$ cat src/rtl/iapf_pkg.sv
// ----------------------------------------------------------------------------
// iapf_pkg
// Types, widths and constants shared by the amplitude/phase/frequency core.
// ----------------------------------------------------------------------------
package iapf_pkg;

  localparam int DATA_W     = 16;             // I/Q, magnitude and angle width
  localparam int FREQ_W     = 24;             // frequency and sample rate width
  localparam int GUARD_BITS = 8;              // fractional guard bits in CORDIC
  localparam int CW         = 27;             // CORDIC x/y datapath width
  localparam int ZW         = 32;             // angle accumulator, 2^-32 turn
  localparam int TABLE_LEN  = 24;             // entries in the arctangent table
  localparam int MB_W       = 31;             // second multiplier operand width
  localparam int PW         = CW + MB_W;      // product width
  localparam int MAG_SHIFT  = 30 + GUARD_BITS;
  localparam int FREQ_SHIFT = 16;

  localparam logic [MB_W-1:0]   INV_GAIN_Q30 = MB_W'(652032874);
  localparam logic [PW-1:0]     MAG_RND      = PW'(1) << (MAG_SHIFT - 1);
  localparam logic [ZW-1:0]     Z_HALF       = 32'h8000_0000;
  localparam logic [ZW-1:0]     ANG_RND      = 32'h0000_8000;
  localparam logic [FREQ_W-1:0] RATE_RESET   = FREQ_W'(48000);

  typedef enum logic [2:0] {
    S_IDLE,
    S_ROTATE,
    S_MAG,
    S_FREQ,
    S_EMIT
  } iapf_state_t;

  typedef struct packed {
    logic busy;
    logic done;
  } cordic_stat_t;

  typedef struct packed {
    logic [DATA_W-1:0]        magnitude;
    logic signed [DATA_W-1:0] angle;
    logic signed [FREQ_W-1:0] freq_hz;
    logic                     ends_record;
    logic                     run_last;
  } iapf_res_t;

  // atan(2^-i) in units of 2^-32 turn, rounded to nearest
  function automatic logic [ZW-1:0] atan_turn(input logic [4:0] idx);
    logic [ZW-1:0] v;
    case (idx)
      5'd0:    v = 32'h20000000;
      5'd1:    v = 32'h12E4051E;
      5'd2:    v = 32'h09FB385B;
      5'd3:    v = 32'h051111D4;
      5'd4:    v = 32'h028B0D43;
      5'd5:    v = 32'h0145D7E1;
      5'd6:    v = 32'h00A2F61E;
      5'd7:    v = 32'h00517C55;
      5'd8:    v = 32'h0028BE53;
      5'd9:    v = 32'h00145F2F;
      5'd10:   v = 32'h000A2F98;
      5'd11:   v = 32'h000517CC;
      5'd12:   v = 32'h00028BE6;
      5'd13:   v = 32'h000145F3;
      5'd14:   v = 32'h0000A2FA;
      5'd15:   v = 32'h0000517D;
      5'd16:   v = 32'h000028BE;
      5'd17:   v = 32'h0000145F;
      5'd18:   v = 32'h00000A30;
      5'd19:   v = 32'h00000518;
      5'd20:   v = 32'h0000028C;
      5'd21:   v = 32'h00000146;
      5'd22:   v = 32'h000000A3;
      5'd23:   v = 32'h00000051;
      default: v = '0;
    endcase
    return v;
  endfunction

endpackage

$ cat src/rtl/iapf_if.sv
// ----------------------------------------------------------------------------
// iapf_if
// Valid/ready channels for sample requests and measurement results.
// ----------------------------------------------------------------------------
interface iapf_in_if;
  import iapf_pkg::*;
  logic                     valid;
  logic                     ready;
  logic signed [DATA_W-1:0] in_phase;
  logic signed [DATA_W-1:0] quadrature;
  logic                     record_start;
  logic                     record_end;

  modport source (output valid, in_phase, quadrature, record_start, record_end,
                  input ready);
  modport sink   (input valid, in_phase, quadrature, record_start, record_end,
                  output ready);
endinterface

interface iapf_out_if;
  import iapf_pkg::*;
  logic                     valid;
  logic                     ready;
  logic [DATA_W-1:0]        magnitude;
  logic signed [DATA_W-1:0] angle;
  logic signed [FREQ_W-1:0] freq_hz;
  logic                     ends_record;
  logic                     run_last;

  modport source (output valid, magnitude, angle, freq_hz, ends_record, run_last,
                  input ready);
  modport sink   (input valid, magnitude, angle, freq_hz, ends_record, run_last,
                  output ready);
endinterface

$ cat src/rtl/iapf_cordic.sv
// ----------------------------------------------------------------------------
// iapf_cordic
// Iterative CORDIC vectoring engine: one shift-add micro-rotation per cycle.
// ----------------------------------------------------------------------------
module iapf_cordic import iapf_pkg::*; #(
  parameter int STEPS = 16
) (
  input  logic                     clk,
  input  logic                     rst_n,
  input  logic                     load,
  input  logic signed [DATA_W-1:0] i_smp,
  input  logic signed [DATA_W-1:0] q_smp,
  output cordic_stat_t             stat,
  output logic signed [CW-1:0]     x_out,
  output logic [ZW-1:0]            z_out
);

  localparam int NSTEP = (STEPS < TABLE_LEN) ? STEPS : TABLE_LEN;
  localparam int KW    = (NSTEP > 1) ? $clog2(NSTEP) : 1;
  localparam logic [KW-1:0] K_LAST = KW'(NSTEP - 1);

  logic signed [CW-1:0] x_r, x_nxt, y_r, y_nxt;
  logic [ZW-1:0]        z_r, z_nxt;
  logic [KW-1:0]        k_r, k_nxt;
  logic                 busy_r, busy_nxt;
  logic signed [CW-1:0] xl, yl, xs, ys;
  logic [ZW-1:0]        atan_k;
  logic                 last_step;

  assign last_step = busy_r && (k_r == K_LAST);
  assign atan_k    = atan_turn(5'(k_r));

  always_comb begin
    xl = CW'(i_smp) <<< GUARD_BITS;
    yl = CW'(q_smp) <<< GUARD_BITS;
    xs = x_r >>> k_r;
    ys = y_r >>> k_r;
    x_nxt    = x_r;
    y_nxt    = y_r;
    z_nxt    = z_r;
    k_nxt    = k_r;
    busy_nxt = busy_r;
    if (load) begin
      // fold the left half-plane over by a half turn
      if (xl[CW-1]) begin
        x_nxt = -xl;
        y_nxt = -yl;
        z_nxt = Z_HALF;
      end else begin
        x_nxt = xl;
        y_nxt = yl;
        z_nxt = '0;
      end
      k_nxt    = '0;
      busy_nxt = 1'b1;
    end else if (busy_r) begin
      if (y_r[CW-1]) begin
        x_nxt = x_r - ys;
        y_nxt = y_r + xs;
        z_nxt = z_r - atan_k;
      end else begin
        x_nxt = x_r + ys;
        y_nxt = y_r - xs;
        z_nxt = z_r + atan_k;
      end
      k_nxt    = last_step ? '0 : k_r + KW'(1);
      busy_nxt = !last_step;
    end
  end

  always_ff @(posedge clk) begin
    x_r <= x_nxt;
    y_r <= y_nxt;
    z_r <= z_nxt;
    if (!rst_n) begin
      busy_r <= 1'b0;
      k_r    <= '0;
    end else begin
      busy_r <= busy_nxt;
      k_r    <= k_nxt;
    end
  end

  assign stat.busy = busy_r;
  assign stat.done = last_step;
  assign x_out     = x_r;
  assign z_out     = z_r;

endmodule

$ cat src/rtl/instantaneous_amp_phase_freq_core.sv
// ----------------------------------------------------------------------------
// instantaneous_amp_phase_freq_core
// Magnitude, binary-angle phase and instantaneous frequency of analytic
// samples, with first-sample hold per record.
// ----------------------------------------------------------------------------
//  channel   dir  handshake            payload
//  in_chan   in   valid/ready          in_phase, quadrature, record_start,
//                                      record_end
//  out_chan  out  valid/ready          magnitude, angle, freq_hz,
//                                      ends_record, run_last
//  cfg       in   cfg_wr_en (no wait)  cfg_wr_data = sample_rate
//
//  A request passes through the CORDIC step loop, then the magnitude and
//  frequency products on the shared multiplier, then the hand-over of the
//  results to the output queue, and back to idle to take the next request.
//  The two-entry output queue lets the next request in while results wait;
//  the hand-over cycle stalls only if results from the previous request are
//  still queued. Reset is synchronous and active low; it restores a sample
//  rate of 48000 and clears the held sample and the previous angle.
// ----------------------------------------------------------------------------
module instantaneous_amp_phase_freq_core import iapf_pkg::*; #(
  parameter int CORDIC_STEPS = 16,
  parameter int SAMPLE_BITS  = 16
) (
  input  logic              clk,
  input  logic              rst_n,
  iapf_in_if.sink           in_chan,
  iapf_out_if.source        out_chan,
  input  logic              cfg_wr_en,
  input  logic [FREQ_W-1:0] cfg_wr_data
);

  // samples narrower than the port are sign extended from their top bit
  localparam int SAMPLE_W = (SAMPLE_BITS < DATA_W) ? SAMPLE_BITS : DATA_W;

  iapf_state_t state_r, state_nxt;

  logic [FREQ_W-1:0]        rate_r;
  logic                     start_r, end_r, zero_r;
  logic signed [DATA_W-1:0] i_smp, q_smp;
  logic                     accept;

  cordic_stat_t             cst;
  logic signed [CW-1:0]     cx;
  logic [ZW-1:0]            cz, cz_rnd;

  logic signed [CW-1:0]     mul_a;
  logic signed [MB_W-1:0]   mul_b;
  logic signed [PW-1:0]     prod_r, prod_nxt;
  logic [PW-1:0]            mag_rnd;
  logic [PW-MAG_SHIFT-1:0]  mag_full;
  logic [DATA_W-1:0]        mag_r, mag_sat;
  logic [DATA_W-1:0]        ang_w, ang_step;
  logic signed [FREQ_W-1:0] freq_w;

  // FSM outputs
  logic in_ready, cordic_load, mul_freq, cap_mag, load_q;

  // record state
  logic                     holding_r, holding_nxt;
  logic [DATA_W-1:0]        held_mag_r, held_mag_nxt;
  logic [DATA_W-1:0]        held_ang_r, held_ang_nxt;
  logic [DATA_W-1:0]        last_ang_r, last_ang_nxt;

  // output queue
  iapf_res_t                r0, r1, q0_r, q1_r;
  logic [1:0]               n_res, out_cnt_r;
  logic                     out_pop;

  assign accept = in_chan.valid && in_ready;
  assign i_smp  = DATA_W'($signed(in_chan.in_phase[SAMPLE_W-1:0]));
  assign q_smp  = DATA_W'($signed(in_chan.quadrature[SAMPLE_W-1:0]));

  // ---------------------------------------------------------------- config
  always_ff @(posedge clk) begin
    if (!rst_n) begin
      rate_r <= RATE_RESET;
    end else if (cfg_wr_en) begin
      rate_r <= cfg_wr_data;
    end
  end

  // ------------------------------------------------------------ sequencer
  always_comb begin
    state_nxt = state_r;
    case (state_r)
      S_IDLE:   if (accept) state_nxt = S_ROTATE;
      S_ROTATE: if (cst.done) state_nxt = S_MAG;
      S_MAG:    state_nxt = S_FREQ;
      S_FREQ:   state_nxt = S_EMIT;
      S_EMIT:   if (out_cnt_r == 2'd0) state_nxt = S_IDLE;
      default:  state_nxt = S_IDLE;
    endcase
  end

  always_comb begin
    in_ready    = 1'b0;
    cordic_load = 1'b0;
    mul_freq    = 1'b0;
    cap_mag     = 1'b0;
    load_q      = 1'b0;
    case (state_r)
      S_IDLE: begin
        in_ready    = 1'b1;
        cordic_load = in_chan.valid;
      end
      S_FREQ: begin
        mul_freq = 1'b1;
        cap_mag  = 1'b1;
      end
      S_EMIT:  load_q = (out_cnt_r == 2'd0);
      default: ;
    endcase
  end

  always_ff @(posedge clk) begin
    if (!rst_n) begin
      state_r <= S_IDLE;
    end else begin
      state_r <= state_nxt;
    end
  end

  assign in_chan.ready = in_ready;

  // hold the record flags and the all-zero case of the request
  always_ff @(posedge clk) begin
    if (accept) begin
      start_r <= in_chan.record_start;
      end_r   <= in_chan.record_end;
      zero_r  <= (i_smp == '0) && (q_smp == '0);
    end
  end

  // --------------------------------------------------------------- CORDIC
  iapf_cordic #(
    .STEPS (CORDIC_STEPS)
  ) u_cordic (
    .clk   (clk),
    .rst_n (rst_n),
    .load  (cordic_load),
    .i_smp (i_smp),
    .q_smp (q_smp),
    .stat  (cst),
    .x_out (cx),
    .z_out (cz)
  );

  // round the accumulator half up to 16 bits; a zero sample reads angle 0
  assign cz_rnd   = cz + ANG_RND;
  assign ang_w    = zero_r ? '0 : cz_rnd[ZW-1 -: DATA_W];
  assign ang_step = ang_w - last_ang_r;

  // ------------------------------------------------------ shared multiplier
  // MAG: x * 1/K in Q30.  FREQ: wrapped phase step * sample rate.
  always_comb begin
    if (mul_freq) begin
      mul_a = CW'($signed(ang_step));
      mul_b = $signed(MB_W'(rate_r));
    end else begin
      mul_a = cx[CW-1] ? '0 : cx;
      mul_b = $signed(INV_GAIN_Q30);
    end
    prod_nxt = mul_a * mul_b;
  end

  // hold the frequency product while the hand-over waits for the queue
  always_ff @(posedge clk) begin
    if (state_r != S_EMIT) begin
      prod_r <= prod_nxt;
    end
  end

  assign mag_rnd  = prod_r + MAG_RND;
  assign mag_full = mag_rnd[PW-1:MAG_SHIFT];
  assign mag_sat  = (|mag_full[PW-MAG_SHIFT-1:DATA_W]) ? '1 : mag_full[DATA_W-1:0];

  always_ff @(posedge clk) begin
    if (cap_mag) begin
      mag_r <= zero_r ? '0 : mag_sat;
    end
  end

  // floor of product / 65536: drop the low bits of the signed product
  assign freq_w = prod_r[FREQ_SHIFT +: FREQ_W];

  // ----------------------------------------------------- record handling
  always_comb begin
    r0           = '0;
    r1           = '0;
    n_res        = 2'd0;
    holding_nxt  = holding_r;
    held_mag_nxt = held_mag_r;
    held_ang_nxt = held_ang_r;
    last_ang_nxt = ang_w;
    if (start_r) begin
      // flush a stranded first sample as a one-sample record
      if (holding_r) begin
        r0    = '{magnitude: held_mag_r, angle: held_ang_r, freq_hz: '0,
                  ends_record: 1'b1, run_last: !end_r};
        n_res = 2'd1;
      end
      if (end_r) begin
        if (holding_r) begin
          r1    = '{magnitude: mag_r, angle: ang_w, freq_hz: '0,
                    ends_record: 1'b1, run_last: 1'b1};
          n_res = 2'd2;
        end else begin
          r0    = '{magnitude: mag_r, angle: ang_w, freq_hz: '0,
                    ends_record: 1'b1, run_last: 1'b1};
          n_res = 2'd1;
        end
        holding_nxt = 1'b0;
      end else begin
        held_mag_nxt = mag_r;
        held_ang_nxt = ang_w;
        holding_nxt  = 1'b1;
      end
    end else begin
      // release the held first sample with this sample's frequency
      if (holding_r) begin
        r0    = '{magnitude: held_mag_r, angle: held_ang_r, freq_hz: freq_w,
                  ends_record: 1'b0, run_last: 1'b0};
        r1    = '{magnitude: mag_r, angle: ang_w, freq_hz: freq_w,
                  ends_record: end_r, run_last: 1'b1};
        n_res = 2'd2;
      end else begin
        r0    = '{magnitude: mag_r, angle: ang_w, freq_hz: freq_w,
                  ends_record: end_r, run_last: 1'b1};
        n_res = 2'd1;
      end
      holding_nxt = 1'b0;
    end
  end

  always_ff @(posedge clk) begin
    if (!rst_n) begin
      holding_r  <= 1'b0;
      held_mag_r <= '0;
      held_ang_r <= '0;
      last_ang_r <= '0;
    end else if (load_q) begin
      holding_r  <= holding_nxt;
      held_mag_r <= held_mag_nxt;
      held_ang_r <= held_ang_nxt;
      last_ang_r <= last_ang_nxt;
    end
  end

  // --------------------------------------------------------- output queue
  // filled only when empty, so a load never meets a pop
  assign out_pop = out_chan.valid && out_chan.ready;

  always_ff @(posedge clk) begin
    if (load_q) begin
      q0_r <= r0;
      q1_r <= r1;
    end else if (out_pop) begin
      q0_r <= q1_r;
    end
    if (!rst_n) begin
      out_cnt_r <= 2'd0;
    end else if (load_q) begin
      out_cnt_r <= n_res;
    end else if (out_pop) begin
      out_cnt_r <= out_cnt_r - 2'd1;
    end
  end

  assign out_chan.valid       = (out_cnt_r != 2'd0);
  assign out_chan.magnitude   = q0_r.magnitude;
  assign out_chan.angle       = q0_r.angle;
  assign out_chan.freq_hz     = q0_r.freq_hz;
  assign out_chan.ends_record = q0_r.ends_record;
  assign out_chan.run_last    = q0_r.run_last;

  // ----------------------------------------------------------- assertions
  a_busy_after_accept: assert property (@(posedge clk) disable iff (!rst_n)
    accept |=> !in_chan.ready)
    else $error("request accepted while previous one in flight");

  a_done_in_rotate: assert property (@(posedge clk) disable iff (!rst_n)
    cst.done |-> (state_r == S_ROTATE))
    else $error("CORDIC finished outside the rotate phase");

  a_busy_in_rotate: assert property (@(posedge clk) disable iff (!rst_n)
    cst.busy |-> (state_r == S_ROTATE))
    else $error("CORDIC stepping outside the rotate phase");

  a_hold_first: assert property (@(posedge clk) disable iff (!rst_n)
    (load_q && start_r && !end_r) |=> holding_r)
    else $error("first sample of record not held");

  a_queue_depth: assert property (@(posedge clk) disable iff (!rst_n)
    out_cnt_r != 2'd3)
    else $error("output queue overfilled");

  a_load_empty: assert property (@(posedge clk) disable iff (!rst_n)
    load_q |-> !out_chan.valid)
    else $error("results loaded over pending results");

endmodule
$ cat src/flat_wrapper.sv
// flat-port wrapper written by rule: the top's interface ports become plain ports
module instantaneous_amp_phase_freq_core_flat import iapf_pkg::*;
#(
  parameter int CORDIC_STEPS = 16,
  parameter int SAMPLE_BITS  = 16
)
  (clk, rst_n, cfg_wr_en, cfg_wr_data, in_chan_valid, in_chan_in_phase, in_chan_quadrature, in_chan_record_start, in_chan_record_end, in_chan_ready, out_chan_valid, out_chan_magnitude, out_chan_angle, out_chan_freq_hz, out_chan_ends_record, out_chan_run_last, out_chan_ready);
  iapf_in_if in_chan_i ();
  iapf_out_if out_chan_i ();
  input  logic clk;
  input  logic rst_n;
  input  logic cfg_wr_en;
  input  logic [FREQ_W-1:0] cfg_wr_data;
  input wire logic [$bits(in_chan_i.valid)-1:0] in_chan_valid;
  input wire logic [$bits(in_chan_i.in_phase)-1:0] in_chan_in_phase;
  input wire logic [$bits(in_chan_i.quadrature)-1:0] in_chan_quadrature;
  input wire logic [$bits(in_chan_i.record_start)-1:0] in_chan_record_start;
  input wire logic [$bits(in_chan_i.record_end)-1:0] in_chan_record_end;
  output wire logic [$bits(in_chan_i.ready)-1:0] in_chan_ready;
  output wire logic [$bits(out_chan_i.valid)-1:0] out_chan_valid;
  output wire logic [$bits(out_chan_i.magnitude)-1:0] out_chan_magnitude;
  output wire logic [$bits(out_chan_i.angle)-1:0] out_chan_angle;
  output wire logic [$bits(out_chan_i.freq_hz)-1:0] out_chan_freq_hz;
  output wire logic [$bits(out_chan_i.ends_record)-1:0] out_chan_ends_record;
  output wire logic [$bits(out_chan_i.run_last)-1:0] out_chan_run_last;
  input wire logic [$bits(out_chan_i.ready)-1:0] out_chan_ready;
  assign in_chan_i.valid = in_chan_valid;
  assign in_chan_i.in_phase = in_chan_in_phase;
  assign in_chan_i.quadrature = in_chan_quadrature;
  assign in_chan_i.record_start = in_chan_record_start;
  assign in_chan_i.record_end = in_chan_record_end;
  assign in_chan_ready = in_chan_i.ready;
  assign out_chan_valid = out_chan_i.valid;
  assign out_chan_magnitude = out_chan_i.magnitude;
  assign out_chan_angle = out_chan_i.angle;
  assign out_chan_freq_hz = out_chan_i.freq_hz;
  assign out_chan_ends_record = out_chan_i.ends_record;
  assign out_chan_run_last = out_chan_i.run_last;
  assign out_chan_i.ready = out_chan_ready;
  instantaneous_amp_phase_freq_core #(.CORDIC_STEPS(CORDIC_STEPS), .SAMPLE_BITS(SAMPLE_BITS)) u_core (.clk(clk), .rst_n(rst_n), .in_chan(in_chan_i), .out_chan(out_chan_i), .cfg_wr_en(cfg_wr_en), .cfg_wr_data(cfg_wr_data));
endmodule
$ cat config.mk
export PLATFORM = sky130hd
export DESIGN_NAME = instantaneous_amp_phase_freq_core_flat
export DESIGN_NICKNAME = d
export VERILOG_FILES = /design/src/rtl/iapf_pkg.sv /design/src/rtl/iapf_if.sv /design/src/rtl/iapf_cordic.sv /design/src/rtl/instantaneous_amp_phase_freq_core.sv /design/src/flat_wrapper.sv
export SDC_FILE = /design/constraint.sdc
export NUM_CORES = 2
export LEC_CHECK = 0
export ABC_AREA = 1
export BUFFER_PORTS_ARGS = -buffer_cell sky130_fd_sc_hd__buf_2
export CAP_MARGIN = 5
export CORE_ASPECT_RATIO = 1.75
export CORE_UTILIZATION = 65
export DETAILED_ROUTE_END_ITERATION = 8
export PLACE_DENSITY_LB_ADDON = 0.3
export SLEW_MARGIN = 20
export SYNTH_ARGS = -nofsm -noshare
export SYNTH_HDL_FRONTEND = slang
export SYNTH_SLANG_ARGS = --single-unit
$ cat constraint.sdc
create_clock -name clk -period 10.3 [get_ports clk]
set_input_delay 1.03 -clock clk [delete_from_list [all_inputs] [get_ports clk]]
set_output_delay 1.03 -clock clk [all_outputs]
set_load 0.02 [all_outputs]
==> results.yml <==
run_status:
  status: "finished, final reports clean"
logic_synthesis:
  synthXorXnorAreaFrac_pct: 2.54
  synthTopCellsByArea: "fa_1, edfxtp_1, inv_1"
  synth_fp_nets: 7532
  synth.avg_cell_area_um2: 7.72
  synth_fa_ha_area_share_pct: 34.1
  muxShareOfSynthArea_pct: 0
  synth_area_leader_cell: "fa_1"
  synth-seq-cells: 376
  synth_compound_area_share_pct: 10.1
  synth-simple-area-share_pct: 21.0
  synth_cell_types: 65
  synth_top_family_by_area: "adder cells"
  synth_edf_count: 263
  ys_warn_count: 0
  async_flop_share_pct: 0
  seq_area_frac_synth_pct: 20.3
  synth_area_um2: 50000
  yosysTopAreaCellShare_pct: 24.9
  synth_cells: 6479
  synthFlopType: "edfxtp_1"
setup_path:
  crit_path_frequent_cell: "fa_1"
  crit_type: "reg -> reg"
  end_kind: "register"
  slowest_stage: "fa_1"
  arrival_ns: 10.29
  slowest_delay_ns: 0.76
  start_kind: "register"
  cp.required_ns: 10.63
  path_max_fanout: 6
sta:
  hold_viol: 0
  tns_ns: 0
  setup_viol: 0
  finalMaxSlewViolations: 0
  max_freq_ghz: 0.100
  post-route-min-period_ns: 9.96
  tightest_slew_ns: 1.25
  fin_crit_sh_pct: 96.7
  slew_headroom_pct: 16.6
  clock-skew-final_ns: 0.0949
  timing.hold.ws_ns: 0.466
die:
  initial_utilization_pct: 65.7
  die_y_um: 369
  core_um2: 76100
  ios: 123
  die_w_um: 212
  dieArea_um2: 78100
  placementRows: 134
finish:
  syn_to_final_growth_pct: 6.87
  fillerInstances: 6466
  final_cell_mix: "inv_1, nand2_1, nor2_1"
  finalNetCount: 7604
  layout-drive-gt1-share_pct: 6.72
  final_common_cell: "inv_1"
place:
  io_buffer_count: 122
  place_congestion: 1.08
  dpl.hpwl_mm: 139
grt:
  grt_max_degree: 87
  grt-ovfl-total: 0
  grt_pass1_vias: 47800
  antenna_found_initial: 8
  grt_first_pass_wirelength_mm: 275
  track_usage_pct: 47.7
drt:
  route.detailed.wl_per_inst_um: 23.6
  first_pass_iters: 8
  drc_errors: 0
  vias_per_cell: 6.08
  wl_mm: 179
  ant_nets: 0
  first_iter_violations: 4768
  dr_total_vias: 46300
clock_tree:
  clock_sinks: 376
  clk_pin_slew_ns: 0.07
  cts_buffers: 39
  htreeDepth: 2
  cts.path.max_buffers: 3
  clk_latency_ns: 0.67
  cts_tree: "done"
  root_buffer: "clkbuf_16"
hold_path:
  hp-class: "reg -> reg"
flow_run:
  cap_violations: 0
## final timing paths
kind	depth (start not counted)	slack, ns	to	from
worst max-delay path	41	0.34	u_core.prod_r[56]	u_core.u_cordic.z_out[16]
worst min-delay path	2	0.47	u_core.last_ang_r[4]	u_core.last_ang_r[4]
worst min register to register	2	0.47	u_core.last_ang_r[4]	u_core.last_ang_r[4]
worst max register to register	41	0.34	u_core.prod_r[56]	u_core.u_cordic.z_out[16]
## synth_stat cells, types with 4 or more instances
library cell and instances:
nor2_4 5, o21a_1 22, a21oi_1 372, nand2_2 10, o31ai_1 35, nor2_1 635
o21bai_1 14, ha_1 369, a21o_1 15, nor3_1 62, buf_6 10, o211ai_1 35
a31oi_1 22, xnor2_1 47, clkbuf_1 145, a2bb2oi_1 16, or2_2 23, edfxtp_1 263
buf_1 14, inv_2 11, buf_2 38, o21ai_2 9, nor3_2 4, nand4_1 44
xor2_1 98, dfxtp_1 113, fa_1 621, o21ai_0 287, buf_4 5, o22ai_1 4
nand2_1 1312, nand3b_1 10, nor2_2 20, o21ai_1 25, clkinv_1 13, nor4_1 14
nand3_1 365, inv_1 1313, a21boi_0 10
## worst max-delay path: cells and delay by family (launching register included)
family / cells / cell delay [ns]
AOI/OAI and AO/OA: 6 / 1.22
and+or+nand+nor: 18 / 2.77
buffers and inverters: 7 / 0.69
adders and majority gates: 9 / 4.56
xor gates and xnor gates: 1 / 0.06
DFF: 1 / 0.39
## registers in the layout, summed over array words and instances, names as in the netlist, 24 cells and up
signal / cells
u_core.out_chan.freq_hz: 24
u_core.u_cordic.x_out: 27
u_core.rate_r: 24
u_core.q1_r: 58
u_core.prod_r: 42
u_core.u_cordic.atan_k: 30
u_core.u_cordic.y_r: 27
u_core.u_cordic.z_out: 32
## kinds of logic after synthesis
group | after synthesis
AND/OR/NAND/NOR | 2522
XOR/XNOR | 145
adder cells (fa/ha/maj) | 990
buffers and inverters | 1552
flip-flops | 376
AO/OA/AOI/OAI | 894
## cell type report
type	count	area, um^2	area share [%]
clock buffers	55	1160	2.17
well taps	1020	1280	2.39
repair buffers	244	1540	2.88
clock inverters	17	188	0.351
inverters	1339	5060	9.48
flip-flops and latches	376	10200	19.0
multi-input cells	4551	34000	63.7
diodes	5	12.5	0.0234
## repair_timing
| action | 4_1_cts | 5_1_grt |
|---|---|---|
| setup endpoints to repair | 0 | 34 |
| hold buffers | 0 | 0 |
| buffers inserted | 0 | 9 |
| gates resized for setup | 0 | 45 |
## metrics by stage
stage / cells / cell area (um^2) / util [%] / setup WS (ns)
2_1_floorplan: 6479 / 50000 / - / 1.77
3_3_place_gp: 7521 / 51800 / 68.1 / 0.419
3_5_place_dp: 7521 / 51800 / 68.1 / 0.185
4_1_cts: 7593 / 53200 / 69.9 / 0.159
5_1_grt: 7604 / 53400 / 70.2 / -0.0298
6_report: 7607 / 53400 / 70.2 / 0.338
## per-layer routing
layer / vias to the layer above / share of wire [%] / track usage (%)
li1: 20500 / - / -
met1: 21900 / 30 / 45.4
met4: 10 / 13 / 47.8
met5: - / 0.11 / 1.60
met2: 2683 / 48 / 77.5
met3: 1224 / 9.3 / 16.9
Power is not shown: default switching activity piles up to over one toggle a cycle in this logic, so the estimate is an artifact.
